===== src/sv/sorted_priority_queue_unit_defines.svh =====
// ----------------------------------------------------------------------------
// Sorted priority queue assertion macros
// Shared macros that wrap concurrent assertions in one house form.
// ----------------------------------------------------------------------------
`ifndef SORTED_PRIORITY_QUEUE_UNIT_DEFINES_SVH
`define SORTED_PRIORITY_QUEUE_UNIT_DEFINES_SVH

// The consequent must hold in the same cycle as the antecedent.
`define SPQ_ASSERT_NOW(label, clk, rst, ante, cons, msg) \
   label: assert property (@(posedge clk) disable iff (rst) (ante) |-> (cons)) \
      else $error(msg);

// The consequent must hold in the cycle after the antecedent.
`define SPQ_ASSERT_NEXT(label, clk, rst, ante, cons, msg) \
   label: assert property (@(posedge clk) disable iff (rst) (ante) |=> (cons)) \
      else $error(msg);

`endif


===== src/sv/spq_pkg.sv =====
// ----------------------------------------------------------------------------
// Sorted priority queue package
// Field widths, operation and status codes, and controller/datapath structs.
// ----------------------------------------------------------------------------
package spq_pkg;

   // Widths of the word fields.
   localparam int VALUE_W       = 32;
   localparam int ENTRY_COUNT_W = 5;

   // Operation carried by a request word.
   typedef enum logic [0:0] {
      OP_INSERT = 1'b0,
      OP_REMOVE = 1'b1
   } op_type;

   // Outcome reported in a response word.
   typedef enum logic [1:0] {
      STATUS_OK    = 2'd0,
      STATUS_FULL  = 2'd1,
      STATUS_EMPTY = 2'd2
   } status_type;

   // Commands from the controller to the datapath.
   typedef struct packed {
      logic       load_req;     // capture the accepted request word
      logic       ptr_load;     // hole pointer takes the entry count
      logic       ptr_dec;      // hole pointer moves down one slot
      logic       rd_en;        // issue a RAM read
      logic       rd_top;       // read the largest entry, else the slot below the hole
      logic       wr_en;        // write the RAM at the hole
      logic       wr_value;     // write the new value, else the entry just read
      logic       count_inc;
      logic       count_dec;
      logic       res_load;     // record the outcome of the operation
      logic       res_take;     // outcome carries the entry just read
      status_type res_status;
      logic       rsp_load;     // move the outcome into the response register
   } ctrl_cmd_type;

   // Status from the datapath to the controller.
   typedef struct packed {
      logic is_remove;
      logic full;
      logic empty;
      logic ptr_zero;
      logic greater;            // entry just read is greater than the new value
   } dp_stat_type;

endpackage


===== src/sv/spq_ram.sv =====
// ----------------------------------------------------------------------------
// Generic RAM
// One write port and one read port with registered read data.
// ----------------------------------------------------------------------------
module spq_ram #(
   parameter int WIDTH = 32,
   parameter int DEPTH = 16
) (
   input  logic                     clock,
   input  logic                     wr_en,
   input  logic [$clog2(DEPTH)-1:0] wr_addr,
   input  logic [WIDTH-1:0]         wr_data,
   input  logic                     rd_en,
   input  logic [$clog2(DEPTH)-1:0] rd_addr,
   output logic [WIDTH-1:0]         rd_data
);

   logic [WIDTH-1:0] mem_ff [DEPTH];
   logic [WIDTH-1:0] rd_data_ff;

   // Storage write and registered read.
   always_ff @(posedge clock) begin
      if (wr_en) begin
         mem_ff[wr_addr] <= wr_data;
      end
      if (rd_en) begin
         rd_data_ff <= mem_ff[rd_addr];
      end
   end

   assign rd_data = rd_data_ff;

endmodule


===== src/sv/spq_ctrl.sv =====
// ----------------------------------------------------------------------------
// Sorted priority queue controller
// Sequences insert and remove operations and owns the response valid flag.
// ----------------------------------------------------------------------------
`include "sorted_priority_queue_unit_defines.svh"

module spq_ctrl (
   input  logic                 clock,
   input  logic                 reset,
   input  logic                 req_valid,
   output logic                 req_ready,
   output logic                 rsp_valid,
   input  logic                 rsp_ready,
   output spq_pkg::ctrl_cmd_type dp_cmd,
   input  spq_pkg::dp_stat_type dp_stat
);

   typedef enum logic [2:0] {
      S_IDLE,
      S_DISPATCH,
      S_CHECK,
      S_COMPARE,
      S_REMOVE_WAIT,
      S_FINISH
   } state_type;

   state_type state_ff, state_in;
   logic      rsp_valid_ff, rsp_valid_in;
   logic      rsp_free;

   // The response register can take a new word when empty or being drained.
   assign rsp_free  = !rsp_valid_ff || rsp_ready;
   assign req_ready = (state_ff == S_IDLE);
   assign rsp_valid = rsp_valid_ff;

   // Next state and datapath commands.
   always_comb begin
      state_in     = state_ff;
      rsp_valid_in = rsp_valid_ff && !rsp_ready;
      dp_cmd       = '0;
      dp_cmd.res_status = spq_pkg::STATUS_OK;
      unique case (state_ff)
         S_IDLE: begin
            if (req_valid) begin
               dp_cmd.load_req = 1'b1;
               state_in        = S_DISPATCH;
            end
         end
         S_DISPATCH: begin
            if (dp_stat.is_remove) begin
               if (dp_stat.empty) begin
                  dp_cmd.res_load   = 1'b1;
                  dp_cmd.res_status = spq_pkg::STATUS_EMPTY;
                  state_in          = S_FINISH;
               end else begin
                  dp_cmd.rd_en  = 1'b1;
                  dp_cmd.rd_top = 1'b1;
                  state_in      = S_REMOVE_WAIT;
               end
            end else begin
               if (dp_stat.full) begin
                  dp_cmd.res_load   = 1'b1;
                  dp_cmd.res_status = spq_pkg::STATUS_FULL;
                  state_in          = S_FINISH;
               end else begin
                  dp_cmd.ptr_load = 1'b1;
                  state_in        = S_CHECK;
               end
            end
         end
         S_CHECK: begin
            // At the bottom slot the value goes in; otherwise look one slot down.
            if (dp_stat.ptr_zero) begin
               dp_cmd.wr_en     = 1'b1;
               dp_cmd.wr_value  = 1'b1;
               dp_cmd.count_inc = 1'b1;
               dp_cmd.res_load  = 1'b1;
               state_in         = S_FINISH;
            end else begin
               dp_cmd.rd_en = 1'b1;
               state_in     = S_COMPARE;
            end
         end
         S_COMPARE: begin
            // A greater entry moves up into the hole; else the value fills it.
            if (dp_stat.greater) begin
               dp_cmd.wr_en   = 1'b1;
               dp_cmd.ptr_dec = 1'b1;
               state_in       = S_CHECK;
            end else begin
               dp_cmd.wr_en     = 1'b1;
               dp_cmd.wr_value  = 1'b1;
               dp_cmd.count_inc = 1'b1;
               dp_cmd.res_load  = 1'b1;
               state_in         = S_FINISH;
            end
         end
         S_REMOVE_WAIT: begin
            dp_cmd.res_load  = 1'b1;
            dp_cmd.res_take  = 1'b1;
            dp_cmd.count_dec = 1'b1;
            state_in         = S_FINISH;
         end
         S_FINISH: begin
            if (rsp_free) begin
               dp_cmd.rsp_load = 1'b1;
               rsp_valid_in    = 1'b1;
               state_in        = S_IDLE;
            end
         end
         default: begin
            state_in = S_IDLE;
         end
      endcase
   end

   // State and response valid registers.
   always_ff @(posedge clock) begin
      if (reset) begin
         state_ff     <= S_IDLE;
         rsp_valid_ff <= 1'b0;
      end else begin
         state_ff     <= state_in;
         rsp_valid_ff <= rsp_valid_in;
      end
   end

   // No storage write may happen while a new word can be taken.
   `SPQ_ASSERT_NOW(a_idle_no_write, clock, reset, req_ready, !dp_cmd.wr_en, "RAM write while idle")

   // A finished operation delivers its word and returns to idle.
   `SPQ_ASSERT_NEXT(a_finish_delivers, clock, reset, state_ff == S_FINISH && rsp_free, rsp_valid_ff && state_ff == S_IDLE, "finished word not delivered")

endmodule


===== src/sv/spq_dp.sv =====
// ----------------------------------------------------------------------------
// Sorted priority queue datapath
// Entry RAM in ascending order, entry count, hole pointer and response words.
// ----------------------------------------------------------------------------
`include "sorted_priority_queue_unit_defines.svh"

module spq_dp #(
   parameter int CAPACITY = 16
) (
   input  logic                               clock,
   input  logic                               reset,
   input  logic                               req_cmd,
   input  logic signed [spq_pkg::VALUE_W-1:0] req_value,
   output logic signed [spq_pkg::VALUE_W-1:0] rsp_removed_value,
   output logic [1:0]                         rsp_status,
   output logic [spq_pkg::ENTRY_COUNT_W-1:0]  rsp_entry_count,
   input  spq_pkg::ctrl_cmd_type              dp_cmd,
   output spq_pkg::dp_stat_type               dp_stat
);

   localparam int IDX_W  = $clog2(CAPACITY);
   localparam int CNT_W  = $clog2(CAPACITY + 1);
   localparam int WIDE_W = CNT_W + spq_pkg::ENTRY_COUNT_W;

   spq_pkg::op_type                     op_ff, op_in;
   logic signed [spq_pkg::VALUE_W-1:0]  value_ff, value_in;
   logic [CNT_W-1:0]                    count_ff, count_in;
   logic [IDX_W-1:0]                    ptr_ff, ptr_in;
   spq_pkg::status_type                 res_status_ff, res_status_in;
   logic signed [spq_pkg::VALUE_W-1:0]  res_removed_ff, res_removed_in;
   logic signed [spq_pkg::VALUE_W-1:0]  rsp_removed_ff, rsp_removed_in;
   spq_pkg::status_type                 rsp_status_ff, rsp_status_in;
   logic [spq_pkg::ENTRY_COUNT_W-1:0]   rsp_count_ff, rsp_count_in;

   logic [CNT_W-1:0]            count_less;
   logic [WIDE_W-1:0]           count_wide;
   logic [IDX_W-1:0]            rd_addr;
   logic [IDX_W-1:0]            ptr_less;
   logic [spq_pkg::VALUE_W-1:0] rd_data;
   logic [spq_pkg::VALUE_W-1:0] wr_data;

   // Entries sit in ascending order: the largest is at slot count minus one.
   assign count_less = count_ff - CNT_W'(1);
   assign ptr_less   = ptr_ff - IDX_W'(1);
   assign rd_addr    = dp_cmd.rd_top ? count_less[IDX_W-1:0] : ptr_less;
   assign wr_data    = dp_cmd.wr_value ? value_ff : rd_data;
   assign count_wide = WIDE_W'(count_ff);

   spq_ram #(
      .WIDTH (spq_pkg::VALUE_W),
      .DEPTH (CAPACITY)
   ) u_entries (
      .clock   (clock),
      .wr_en   (dp_cmd.wr_en),
      .wr_addr (ptr_ff),
      .wr_data (wr_data),
      .rd_en   (dp_cmd.rd_en),
      .rd_addr (rd_addr),
      .rd_data (rd_data)
   );

   // Status toward the controller.
   always_comb begin
      dp_stat.is_remove = (op_ff == spq_pkg::OP_REMOVE);
      dp_stat.full      = (count_ff == CNT_W'(CAPACITY));
      dp_stat.empty     = (count_ff == '0);
      dp_stat.ptr_zero  = (ptr_ff == '0);
      dp_stat.greater   = ($signed(rd_data) > value_ff);
   end

   // Next values of the datapath registers.
   always_comb begin
      op_in          = op_ff;
      value_in       = value_ff;
      count_in       = count_ff;
      ptr_in         = ptr_ff;
      res_status_in  = res_status_ff;
      res_removed_in = res_removed_ff;
      rsp_removed_in = rsp_removed_ff;
      rsp_status_in  = rsp_status_ff;
      rsp_count_in   = rsp_count_ff;
      if (dp_cmd.load_req) begin
         op_in    = spq_pkg::op_type'(req_cmd);
         value_in = req_value;
      end
      if (dp_cmd.ptr_load) begin
         ptr_in = count_ff[IDX_W-1:0];
      end else if (dp_cmd.ptr_dec) begin
         ptr_in = ptr_less;
      end
      if (dp_cmd.count_inc) begin
         count_in = count_ff + CNT_W'(1);
      end else if (dp_cmd.count_dec) begin
         count_in = count_less;
      end
      if (dp_cmd.res_load) begin
         res_status_in  = dp_cmd.res_status;
         res_removed_in = dp_cmd.res_take ? $signed(rd_data) : '0;
      end
      if (dp_cmd.rsp_load) begin
         rsp_removed_in = res_removed_ff;
         rsp_status_in  = res_status_ff;
         rsp_count_in   = count_wide[spq_pkg::ENTRY_COUNT_W-1:0];
      end
   end

   // Only the entry count needs a reset; the rest is payload.
   always_ff @(posedge clock) begin
      if (reset) begin
         count_ff <= '0;
      end else begin
         count_ff <= count_in;
      end
      op_ff          <= op_in;
      value_ff       <= value_in;
      ptr_ff         <= ptr_in;
      res_status_ff  <= res_status_in;
      res_removed_ff <= res_removed_in;
      rsp_removed_ff <= rsp_removed_in;
      rsp_status_ff  <= rsp_status_in;
      rsp_count_ff   <= rsp_count_in;
   end

   assign rsp_removed_value = rsp_removed_ff;
   assign rsp_status        = rsp_status_ff;
   assign rsp_entry_count   = rsp_count_ff;

   // The count never passes the capacity.
   `SPQ_ASSERT_NOW(a_count_bound, clock, reset, 1'b1, count_ff <= CNT_W'(CAPACITY), "entry count above capacity")

   // Writes land inside the live region or at the slot just above it.
   `SPQ_ASSERT_NOW(a_write_in_range, clock, reset, dp_cmd.wr_en, ptr_ff <= count_ff, "write beyond live entries")

endmodule


===== src/sv/sorted_priority_queue_unit.sv =====
// ----------------------------------------------------------------------------
// Sorted priority queue unit
// Bounded max-priority queue of signed words kept in sorted order in a RAM.
// ----------------------------------------------------------------------------
// One request word is handled at a time. After a request word is accepted,
// a remove reads the largest entry, records it and then delivers the response
// word; a refused insert or a refused remove records its status and delivers
// the response word. For an insert, the entries are held in ascending order
// in a RAM with one read port and registered read data; each stored entry
// greater than the new value is read and moved up one slot, and, unless every
// stored entry is greater (also for an empty queue), a final read and compare
// find the slot of the new value. req_ready rises in the cycle the response
// word appears, so the next request word can be taken from that cycle on.
// Among equal values the newest comes out first. The response register lets
// the next request word be taken while a finished response word still waits
// on rsp_ready; only the finish step of the next operation waits for it. The
// RAM needs no clearing after reset; the queue is empty as soon as reset is
// released.
module sorted_priority_queue_unit #(
   parameter int CAPACITY = 16
) (
   input  logic                               clock,
   input  logic                               reset,
   input  logic                               req_valid,
   output logic                               req_ready,
   input  logic                               req_cmd,
   input  logic signed [spq_pkg::VALUE_W-1:0] req_value,
   output logic                               rsp_valid,
   input  logic                               rsp_ready,
   output logic signed [spq_pkg::VALUE_W-1:0] rsp_removed_value,
   output logic [1:0]                         rsp_status,
   output logic [spq_pkg::ENTRY_COUNT_W-1:0]  rsp_entry_count
);

   spq_pkg::ctrl_cmd_type dp_cmd;
   spq_pkg::dp_stat_type  dp_stat;

   // Operation sequencer.
   spq_ctrl u_ctrl (
      .clock     (clock),
      .reset     (reset),
      .req_valid (req_valid),
      .req_ready (req_ready),
      .rsp_valid (rsp_valid),
      .rsp_ready (rsp_ready),
      .dp_cmd    (dp_cmd),
      .dp_stat   (dp_stat)
   );

   // Entry storage and response words.
   spq_dp #(
      .CAPACITY (CAPACITY)
   ) u_dp (
      .clock             (clock),
      .reset             (reset),
      .req_cmd           (req_cmd),
      .req_value         (req_value),
      .rsp_removed_value (rsp_removed_value),
      .rsp_status        (rsp_status),
      .rsp_entry_count   (rsp_entry_count),
      .dp_cmd            (dp_cmd),
      .dp_stat           (dp_stat)
   );

endmodule

===== config.mk =====
export PLATFORM = sky130hd
export DESIGN_NAME = sorted_priority_queue_unit
export DESIGN_NICKNAME = d
export VERILOG_FILES = /design/src/sv/spq_pkg.sv /design/src/sv/spq_ram.sv /design/src/sv/spq_ctrl.sv /design/src/sv/spq_dp.sv /design/src/sv/sorted_priority_queue_unit.sv
export VERILOG_INCLUDE_DIRS = /design/src /design/src/sv
export SDC_FILE = /design/constraint.sdc
export NUM_CORES = 1
export LEC_CHECK = 0
export BUFFER_PORTS_ARGS = -buffer_cell sky130_fd_sc_hd__buf_2
export CAP_MARGIN = 20
export CORE_UTILIZATION = 66
export CTS_CLUSTER_DIAMETER = 40
export DETAILED_ROUTE_END_ITERATION = 6
export PLACE_DENSITY_LB_ADDON = 0.3
export REMOVE_ABC_BUFFERS = 1
export SYNTH_ARGS = -nofsm -noshare
export SYNTH_HDL_FRONTEND = slang
export SYNTH_SLANG_ARGS = --single-unit

===== constraint.sdc =====
create_clock -name clock -period 8.2 [get_ports clock]
set_input_delay 2.46 -clock clock [delete_from_list [all_inputs] [get_ports clock]]
set_output_delay 2.46 -clock clock [all_outputs]
set_load 0.02 [all_outputs]

Word level (Yosys, flattened, before mapping)
Memories as Yosys holds them, arrays and structs flattened. A register that Yosys moved wholly into a read port is not among the register bits.
Index checks and enable logic that the tools add are counted.
{"block": "word_totals", "register_bits": 119, "ram_bits": 512, "word_cells": 79, "n_memories": 1}
{"block": "op_classes", "add_sub_neg": 3, "order_cmp": 1, "eq_ne": 8, "mux": 45, "n_reduce_logical": 10}
{"memory": "u_dp.u_entries.mem_ff", "depth": 16, "width": 32, "rd": 1, "rd_clocked_by_memory_dff": 1, "write_ports": 1, "line_no": "spq_ram.sv:18", "rtl": "logic [WIDTH-1:0] mem_ff [DEPTH];"}
{"cell": "$gt 32x32->1", "count": 1}
{"cell": "$mux 32", "count": 1}
{"cell": "$mux 1", "count": 23}
{"cell": "$mux 3", "count": 7}
{"cell": "$pmux 3 s6", "count": 1}
{"cell": "$mux 4", "count": 3}
{"cell": "$mux 2", "count": 5}
{"cell": "$mux 5", "count": 2}
{"cell": "$eq 3x2->1 const B", "count": 2}
{"cell": "$eq 3x3->1 const B", "count": 2}
{"cell": "$pmux 3 s2", "count": 1}
{"cell": "$add 5x1->5 const B", "count": 1}
{"cell": "$eq 5x5->1 const B", "count": 1}
{"cell": "$logic_not 5->1", "count": 1}
{"cell": "$sub 5x1->5 const B", "count": 1}
{"cell": "$logic_not 4->1", "count": 1}
{"cell": "$pmux 1 s4", "count": 1}
{"cell": "$reduce_bool 2->1", "count": 2}
{"cell": "$sub 4x1->4 const B", "count": 1}
{"cell": "$eq 3x1->1 const B", "count": 1}
{"cell": "$logic_not 3->1", "count": 1}
{"cell": "$logic_not 1->1", "count": 2}
{"cell": "$ne 2x1->1 const B", "count": 1}
{"cell": "$ne 2x2->1 const B", "count": 1}
{"cell": "other kinds (4)", "count": 4}

Depth between registers and ports, before layout
Gate-level depths: netlist of run 1.
{"block": "logic_depth", "word_depth": 5, "depth_mapped": 14, "mapped_depth_nobuf": 9}

By module
Synthesis of run 1 repeated with hierarchy kept, for this count alone.
{"block": "unflattened", "cells_unflattened": 1248, "area_unflattened_um2": 25752.2}
{"module": "spq_ram", "n_inst": 1, "cells_each": 838, "area_per_inst_um2": 20155.6}
{"module": "spq_dp", "n_inst": 1, "cells_each": 354, "area_per_inst_um2": 5182.5}
{"module": "spq_ctrl", "n_inst": 1, "cells_each": 56, "area_per_inst_um2": 414.1}

Worst setup path before layout of run 1
OpenSTA, ideal clock, no wires.
{"block": "synth_timing", "kind": "input to register", "startpoint": "input port rsp_ready", "endpoint": "register u_dp.rsp_count_ff, in the netlist u_dp.rsp_entry_count[0], enable pin", "arrival_time_ns": 4.379, "required_time_ns": 7.761, "path_slack_ns": 3.382, "path_stages": 2, "path_cell_list": "nand2b_1 > nor2b_1"}
{"item": "from (decl)", "line_no": "sorted_priority_queue_unit.sv:29", "rtl": "input logic rsp_ready,"}
{"item": "to (signal assigned)", "line_no": "spq_dp.sv:121", "rtl": "rsp_count_ff <= rsp_count_in;"}
{"item": "to (decl)", "line_no": "spq_dp.sv:33", "rtl": "logic [spq_pkg::ENTRY_COUNT_W-1:0] rsp_count_ff, rsp_count_in;"}

Final worst setup path of run 1
{"block": "layout_timing", "startpoint": "register u_dp.count_ff[0]", "endpoint": "register u_dp.u_entries.rd_data_ff[5], in the netlist u_dp.u_entries.rd_data[5] (read register of u_dp.u_entries.mem_ff), data pin"}
{"block": "layout_via", "elab_chain_len": 5}
{"item": "from (decl)", "line_no": "spq_dp.sv:27", "rtl": "logic [CNT_W-1:0] count_ff, count_in;"}
{"item": "from (signal assigned)", "line_no": "spq_dp.sv:112", "rtl": "count_ff <= count_in;"}
{"item": "$logic_not 5->1", "line_no": "spq_dp.sv:66", "rtl": "dp_stat.empty = (count_ff == '0);"}
{"item": "$mux 2", "line_no": "spq_ctrl.sv:51", "rtl": "if (dp_stat.empty) begin"}
{"item": "$mux 2", "line_no": "spq_ctrl.sv:50", "rtl": "if (dp_stat.is_remove) begin"}
{"item": "$mux 1", "line_no": "spq_ctrl.sv:42", "rtl": "unique case (state_ff)"}
{"item": "$mux 4", "line_no": "spq_dp.sv:45", "rtl": "assign rd_addr = dp_cmd.rd_top ? count_less[IDX_W-1:0] : ptr_less;"}
{"item": "to (decl)", "line_no": "spq_ram.sv:19", "rtl": "logic [WIDTH-1:0] rd_data_ff;"}
Several ways; a longest one is shown, not always the timed one.
A chain may end at the register's enable or synchronous reset.

==> results.md, run 1 <==
* Worst flop-to-flop path endpoint: u_dp.u_entries.rd_data[5]$_DFFE_PP_
* Status: completed
* Number of synthesized register bits at 663
* PortBufs at 77
* # Post-CTS Setup Buffers at 0
* Initial antenna violation count at 1
* Ys flop type: edfxtp_1
* Synth warn at 0
* Power Density at 297 nW/um2
* Depth of the worst register-to-register path at 9
* Largest net degree at the start of global routing at 157
* Worst reg2reg startpoint: u_dp.count_ff[0]$_SDFFE_PP0P_
* Worst VDD drop at 0.205 mV
* Fin area at 29900 um2
* Met2 wire length at 31600 um
* Vias/cell at 6.66
* DP HPWL at 34800 um
* Die area at 40600 um2
* Max-cap violations at 0
* Max-slew headroom at 20.4%
* Rows at 72
* Total congestion overflow at 0
* Die extent in y at 202 um
* Top routing layer used: met4
* Initial core utilization at 67.4%
* RSZ-0062 raised after global routing: no
* Mapped Area at 26300 um2
* Final Slew Violations at 0
* Post-Syn Instances at 1678
* Crit path arrival time at 5.13 ns
* Yosys cell types at 52
* Met3 WL at 8830 um
* Initial DRC Count at 2376
* Most frequent cell after synthesis: edfxtp_1
* DR vias at 15900
* Layout Skew at 0.0337 ns
* Clk buf depth at 3
* Yosys top cell area share at 74.7%
* Cell taking the most area after synthesis: edfxtp_1
* Final Util at 76.8%
* Pre-antenna DRT Iters at 5
* Post-synth EDFFs at 654
* Worst-skew pair later-pin latency at 0.61 ns
* Post-Syn Area per Cell at 15.7 um2
* Top cells by area, synth: edfxtp_1 (75%), mux4_2 (5.5%), nor2_1 (4.5%)
* Clk sinks at 663
* GPL Wtd Cong at 0.873
* DP Area at 27400 um2
* Fraction of the cycle the final worst path needs at 58.9%
* Hold WS at 0.413 ns
* R2r setup slk at 3.37 ns
* DRT met1 WL at 23000 um
* CTS tree: yes
* Worst-margin pin slew at 1.19 ns
* WL/cell at 28.0 um
* DRC violations left at 0
* Routed WL at 66700 um
* CTS Root Cell: clkbuf_16
* Reg clk slew, reported paths at 0.06 ns
* Worst endpoint required time at 8.51 ns
* Final hold viol count at 0
* Htree depth at 3
* Hold Crit Endpoint: u_dp.rsp_removed_value[30]$_DFFE_PP_
* Post-synthesis sequential area ratio at 75.4%
* Final min period at 4.83 ns
* Startpoint types: register
* Hold path cells at 0
* Hold wc startpoint: u_dp.res_removed_ff[30]$_SDFFCE_PN0P_
* Crit path kind: reg2reg
* FMAX at 207 MHz
* CP startpoint: u_dp.count_ff[0]$_SDFFE_PP0P_
* Area Growth Syn to Fin at 13.9%
* Setup violators final at 0
* First-pass GRT wire length at 97200 um
* # IOs at 78
* Post-synth top cells: edfxtp_1 (654), nor2_1 (314), nand2_1 (109)
* CP max FO at 77
* FFs w/ async S/R, synth at 0%
* Antenna Violating Nets Remaining at 0
* Min-delay worst type: reg2reg
* Total power at 8.89 mW
* Critical path endpoint category: register
* PostCTS Resize Cnt at 0
* Die width at 202 um
* Vias in the first global route at 15900
* CTS Hold Bufs at 0
* All-Layer GR Usage at 33.3%
* Core area at 39000 um2
* Final setup TNS at 0 ns
* Inserted Clock Buffers at 75
* Ant diodes at 0
* Final nets at 1882
* Leak at 10.4 nW
* Fraction of layout cells with a size suffix above 1 at 18.9%
-- power by group --
group          switching [mW]  internal [mW]  leakage [nW]
logic                   0.987          0.457          3.21
clock network            1.37           2.01          1.22
registers              0.0708           3.99          5.99
total                    2.43           6.46          10.4
-- metal layers --
metal | vias up | track usage [%]
met1 | 7752 | 44.1
met3 | 242 | 7.34
met2 | 1244 | 52.5
met4 | 0 | 17.6
li1 | 6634 | -
met5 | - | 0
-- cells by family (layout without fill, tap and decap cells) --
| logic type | after synthesis | count (layout) | synth area share [%] |
|---|---|---|---|
| compound gates | 215 | 215 | 5.15 |
| xor+xnor | 4 | 4 | 0.133 |
| fa+ha+maj | 39 | 39 | 1.86 |
| buf+inv | 132 | 320 | 2.41 |
| flops | 663 | 663 | 75.4 |
| mux | 72 | 72 | 5.91 |
| simple gates | 553 | 553 | 9.14 |
-- worst max-delay path by stage --
stage	end	slack [ns]
after global routing	u_dp.u_entries.rd_data[3]$_DFFE_PP_	3.25
after detailed placement	u_dp.u_entries.mem_ff[8][19]$_DFFE_PP_	3.56
after floorplan	u_dp.u_entries.rd_data[0]$_DFFE_PP_	1.11
final	u_dp.u_entries.rd_data[5]$_DFFE_PP_	3.37
after CTS	u_dp.u_entries.mem_ff[8][19]$_DFFE_PP_	3.49
after global placement	u_dp.u_entries.mem_ff[14][4]$_DFFE_PP_	3.71
-- registers in the layout, indices dropped and copies added (netlist names) --
register,flops
u_ctrl.rsp_valid,1
u_ctrl.state_ff,3
u_dp.count_ff,5
u_dp.op_ff,1
u_dp.ptr_ff,4
u_dp.res_removed_ff,32
u_dp.res_status_ff,2
u_dp.rsp_entry_count,5
u_dp.rsp_removed_value,32
u_dp.rsp_status,2
u_dp.u_entries.mem_ff,512
u_dp.u_entries.rd_data,32
u_dp.value_ff,32
-- critical path: stages, from the launching register on --
cell,delay [ns]
dfxtp_1,0.53
inv_1,0.19
ha_1,0.30
or3b_1,0.25
o21ba_1,0.51
mux2i_4,0.87
buf_4,0.95
mux4_2,0.43
a22oi_1,0.24
o31ai_1,0.13
-- metrics by stage --
| stage | instances | worst slack [ns] |
|---|---|---|
| final | 2384 | 3.37 |
| after global routing | 2384 | 3.25 |
| after CTS | 2381 | 3.49 |
| after detailed placement | 2244 | 3.56 |
| after global placement | 2232 | 3.71 |
| after floorplan | 1588 | 1.11 |
-- final cells by class --
class                      instances  area [um2]
clock inverter                    44         474
inverter                          42         158
fill                            2074        9070
timing repair buffer             141         918
sequential                       663       19800
clock buffer                      93        2030
multi-input combinational        883        5890
tap                              518         648
-- cell usage in the layout (no fill, tap or decap), types with 4 or more instances in the layout --
master     instances
nand2_1          108
nor3_1             7
inv_8              8
inv_6              5
mux2_2             5
edfxtp_1         654
o22ai_1           35
and2_2            16
buf_2             84
clkinv_1          10
nand3_1            5
nand4_1           40
buf_12             4
o21ai_0           71
inv_1             42
a22oi_1           33
mux4_2            64
clkbuf_16         79
o31ai_1           33
and3_1            32
nor2b_1            5
clkbuf_1          14
ha_1              39
clkinv_2           7
clkinv_4           4
dfxtp_1            9
xnor2_1            4
a21oi_1           23
nand2b_1           8
bufinv_16          7
nor2_1           312
buf_4             52
(Power assumes the default switching activity.)
==> run 2: changes to the inputs <==
--- a/config.mk
+++ b/config.mk
@@ -8,7 +8,7 @@
 export LEC_CHECK = 0
 export BUFFER_PORTS_ARGS = -buffer_cell sky130_fd_sc_hd__buf_2
 export CAP_MARGIN = 20
-export CORE_UTILIZATION = 66
+export CORE_UTILIZATION = 62
 export CTS_CLUSTER_DIAMETER = 40
 export DETAILED_ROUTE_END_ITERATION = 6
 export PLACE_DENSITY_LB_ADDON = 0.3
==> constraint.sdc (replaced) <==
create_clock -name clock -period 5 [get_ports clock]
set_input_delay 1.5 -clock clock [delete_from_list [all_inputs] [get_ports clock]]
set_output_delay 1.5 -clock clock [all_outputs]
set_load 0.02 [all_outputs]
==> results.md, run 2 (synthesized netlist as in run 1, its figures left out) <==
* Status: completed
* Worst endpoint required time at 5.36 ns
* DR vias at 15900
* Initial core utilization at 62.8%
* # IOs at 78
* Antenna Violating Nets Remaining at 0
* Final Util at 72.2%
* CP startpoint: u_dp.count_ff[0]$_SDFFE_PP0P_
* Top Usage Layer GRT: met2
* Crit path to: u_dp.u_entries.rd_data[14]$_DFFE_PP_
* Rows at 75
* Routed WL at 67000 um
* GPL Wtd Cong at 0.921
* Vias/cell at 6.54
* DRC violations left at 0
* CTS Root Cell: clkbuf_16
* Most frequent CP cell: buf_4
* Layout Skew at 0.0215 ns
* Placed Cells at 2279
* FMAX at 230 MHz
* RSZ-0062 raised after global routing: no
* Pre-antenna DRT Iters at 6
* Power Density at 483 nW/um2
* Fraction of the cycle the final worst path needs at 86.8%
* Worst VDD drop at 0.357 mV
* Stages on the worst setup path at 11
* Initial antenna violation count at 0
* Critical path's slowest cell: a21oi_4
* Clk sinks at 663
* Clk buf depth at 3
* Crit path arrival time at 4.70 ns
* CP max FO at 21
* # Post-CTS Setup Buffers at 0
* Worst flop-to-flop path endpoint: u_dp.u_entries.rd_data[14]$_DFFE_PP_
* Fin area at 30200 um2
* Startpoint types: register
* PortBufs at 77
* Max-slew headroom at 29.8%
* Buf/Inv on CP at 3
* Depth of the worst register-to-register path at 11
* Final Slew Violations at 0
* Leak at 10.5 nW
* Commonest non-fill, non-tap cell in the layout: edfxtp_1
* Htree depth at 3
* Crit path kind: reg2reg
* Final min period at 4.34 ns
* Core area at 41900 um2
* Top reg by flops: u_dp.u_entries.mem_ff
* Largest net degree at the start of global routing at 69
* Final setup TNS at 0 ns
* Max FFs per register at 512
* Die extent in y at 208 um
* DP HPWL at 37100 um
* PostCTS Resize Cnt at 0
* Place WS at 0.797 ns
* Vias in the first global route at 15400
* R2r setup slk at 0.66 ns
* Non-filler cells, final at 2427
* Worst reg2reg startpoint: u_dp.count_ff[0]$_SDFFE_PP0P_
* Die width at 208 um
* Fillcell total at 2417
* Most frequent cells in the layout: edfxtp_1 (654), nor2_1 (312), nand2_1 (108), clkbuf_16 (83), buf_2 (79)
* WL/cell at 27.6 um
* Worst-margin pin slew at 1.05 ns
* Worst-skew pair later-pin latency at 0.61 ns
* Die area at 43200 um2
* Fraction of layout cells with a size suffix above 1 at 20.1%
* Met3 usage in global routing at 6.01%
* Slowest stage delay, CP at 0.58 ns
* GRT met2 Usage at 48.8%
* Min-delay worst type: reg2reg
* Max-cap violations at 0
* Initial DRC Count at 2487
* Hold WS at 0.403 ns
* All-Layer GR Usage at 31.5%
* Total power at 14.6 mW
* Worst path cell trace: inv_1 > ha_1 > or3b_1 > o21ba_1 > nor2_1 > a21oi_4 > buf_4 > nand2b_1 > buf_4 > o22ai_1 > o31ai_1
* Area of the multi-input gates at 5890 um2
* GR Util met1 at 44.6%
* Area Growth Syn to Fin at 14.9%
* Final hold viol count at 0
* Setup violators final at 0
* CTS tree: yes
* Total congestion overflow at 0
* Setup WS post-layout at 0.660 ns
* First-pass GRT wire length at 98200 um
* Ant diodes at 0
* Critical path's top delay family: compound AO/OA/AOI/OAI gates
* Final nets at 1901
* Reg clk slew, reported paths at 0.06 ns
* Register Area at 19800 um2
* CTS Hold Bufs at 0
* Critical path endpoint category: register
* Inserted Clock Buffers at 80
* DP Area at 27600 um2
## run 2: how the worst min path moves through the flow
| stage | startpoint | to | cells after the start |
|---|---|---|---|
| global route | u_dp.res_removed_ff[20]$_SDFFCE_PN0P_ | u_dp.rsp_removed_value[20]$_DFFE_PP_ | 0 |
| global placement | u_dp.res_status_ff[0]$_SDFFCE_PP0P_ | u_dp.rsp_status[0]$_DFFE_PP_ | 0 |
| floorplan | u_dp.res_removed_ff[0]$_SDFFCE_PN0P_ | u_dp.rsp_removed_value[0]$_DFFE_PP_ | 0 |
| finish | u_dp.res_removed_ff[20]$_SDFFCE_PN0P_ | u_dp.rsp_removed_value[20]$_DFFE_PP_ | 0 |
| detailed placement | u_dp.res_removed_ff[1]$_SDFFCE_PN0P_ | u_dp.rsp_removed_value[1]$_DFFE_PP_ | 0 |
| CTS | u_dp.res_removed_ff[20]$_SDFFCE_PN0P_ | u_dp.rsp_removed_value[20]$_DFFE_PP_ | 0 |
## run 2: where the power goes
part | internal [mW] | switching (mW)
Combinational | 0.798 | 1.62
Clock | 3.18 | 2.34
Sequential | 6.54 | 0.103
## run 2: cell type report
cell class / count / area share (%)
multi-input combinational: 883 / 19.5
inverter: 42 / 0.522
clock inverter: 58 / 1.49
sequential: 663 / 65.6
timing repair buffer: 155 / 3.70
clock buffer: 87 / 6.93
tap: 539 / 2.23
## run 2: per-layer routing
metal / share of wire, % / up-vias
met5: 0 / -
met4: 4.3 / 0
met3: 12 / 205
met2: 47 / 1226
met1: 37 / 7780
li1: - / 6665
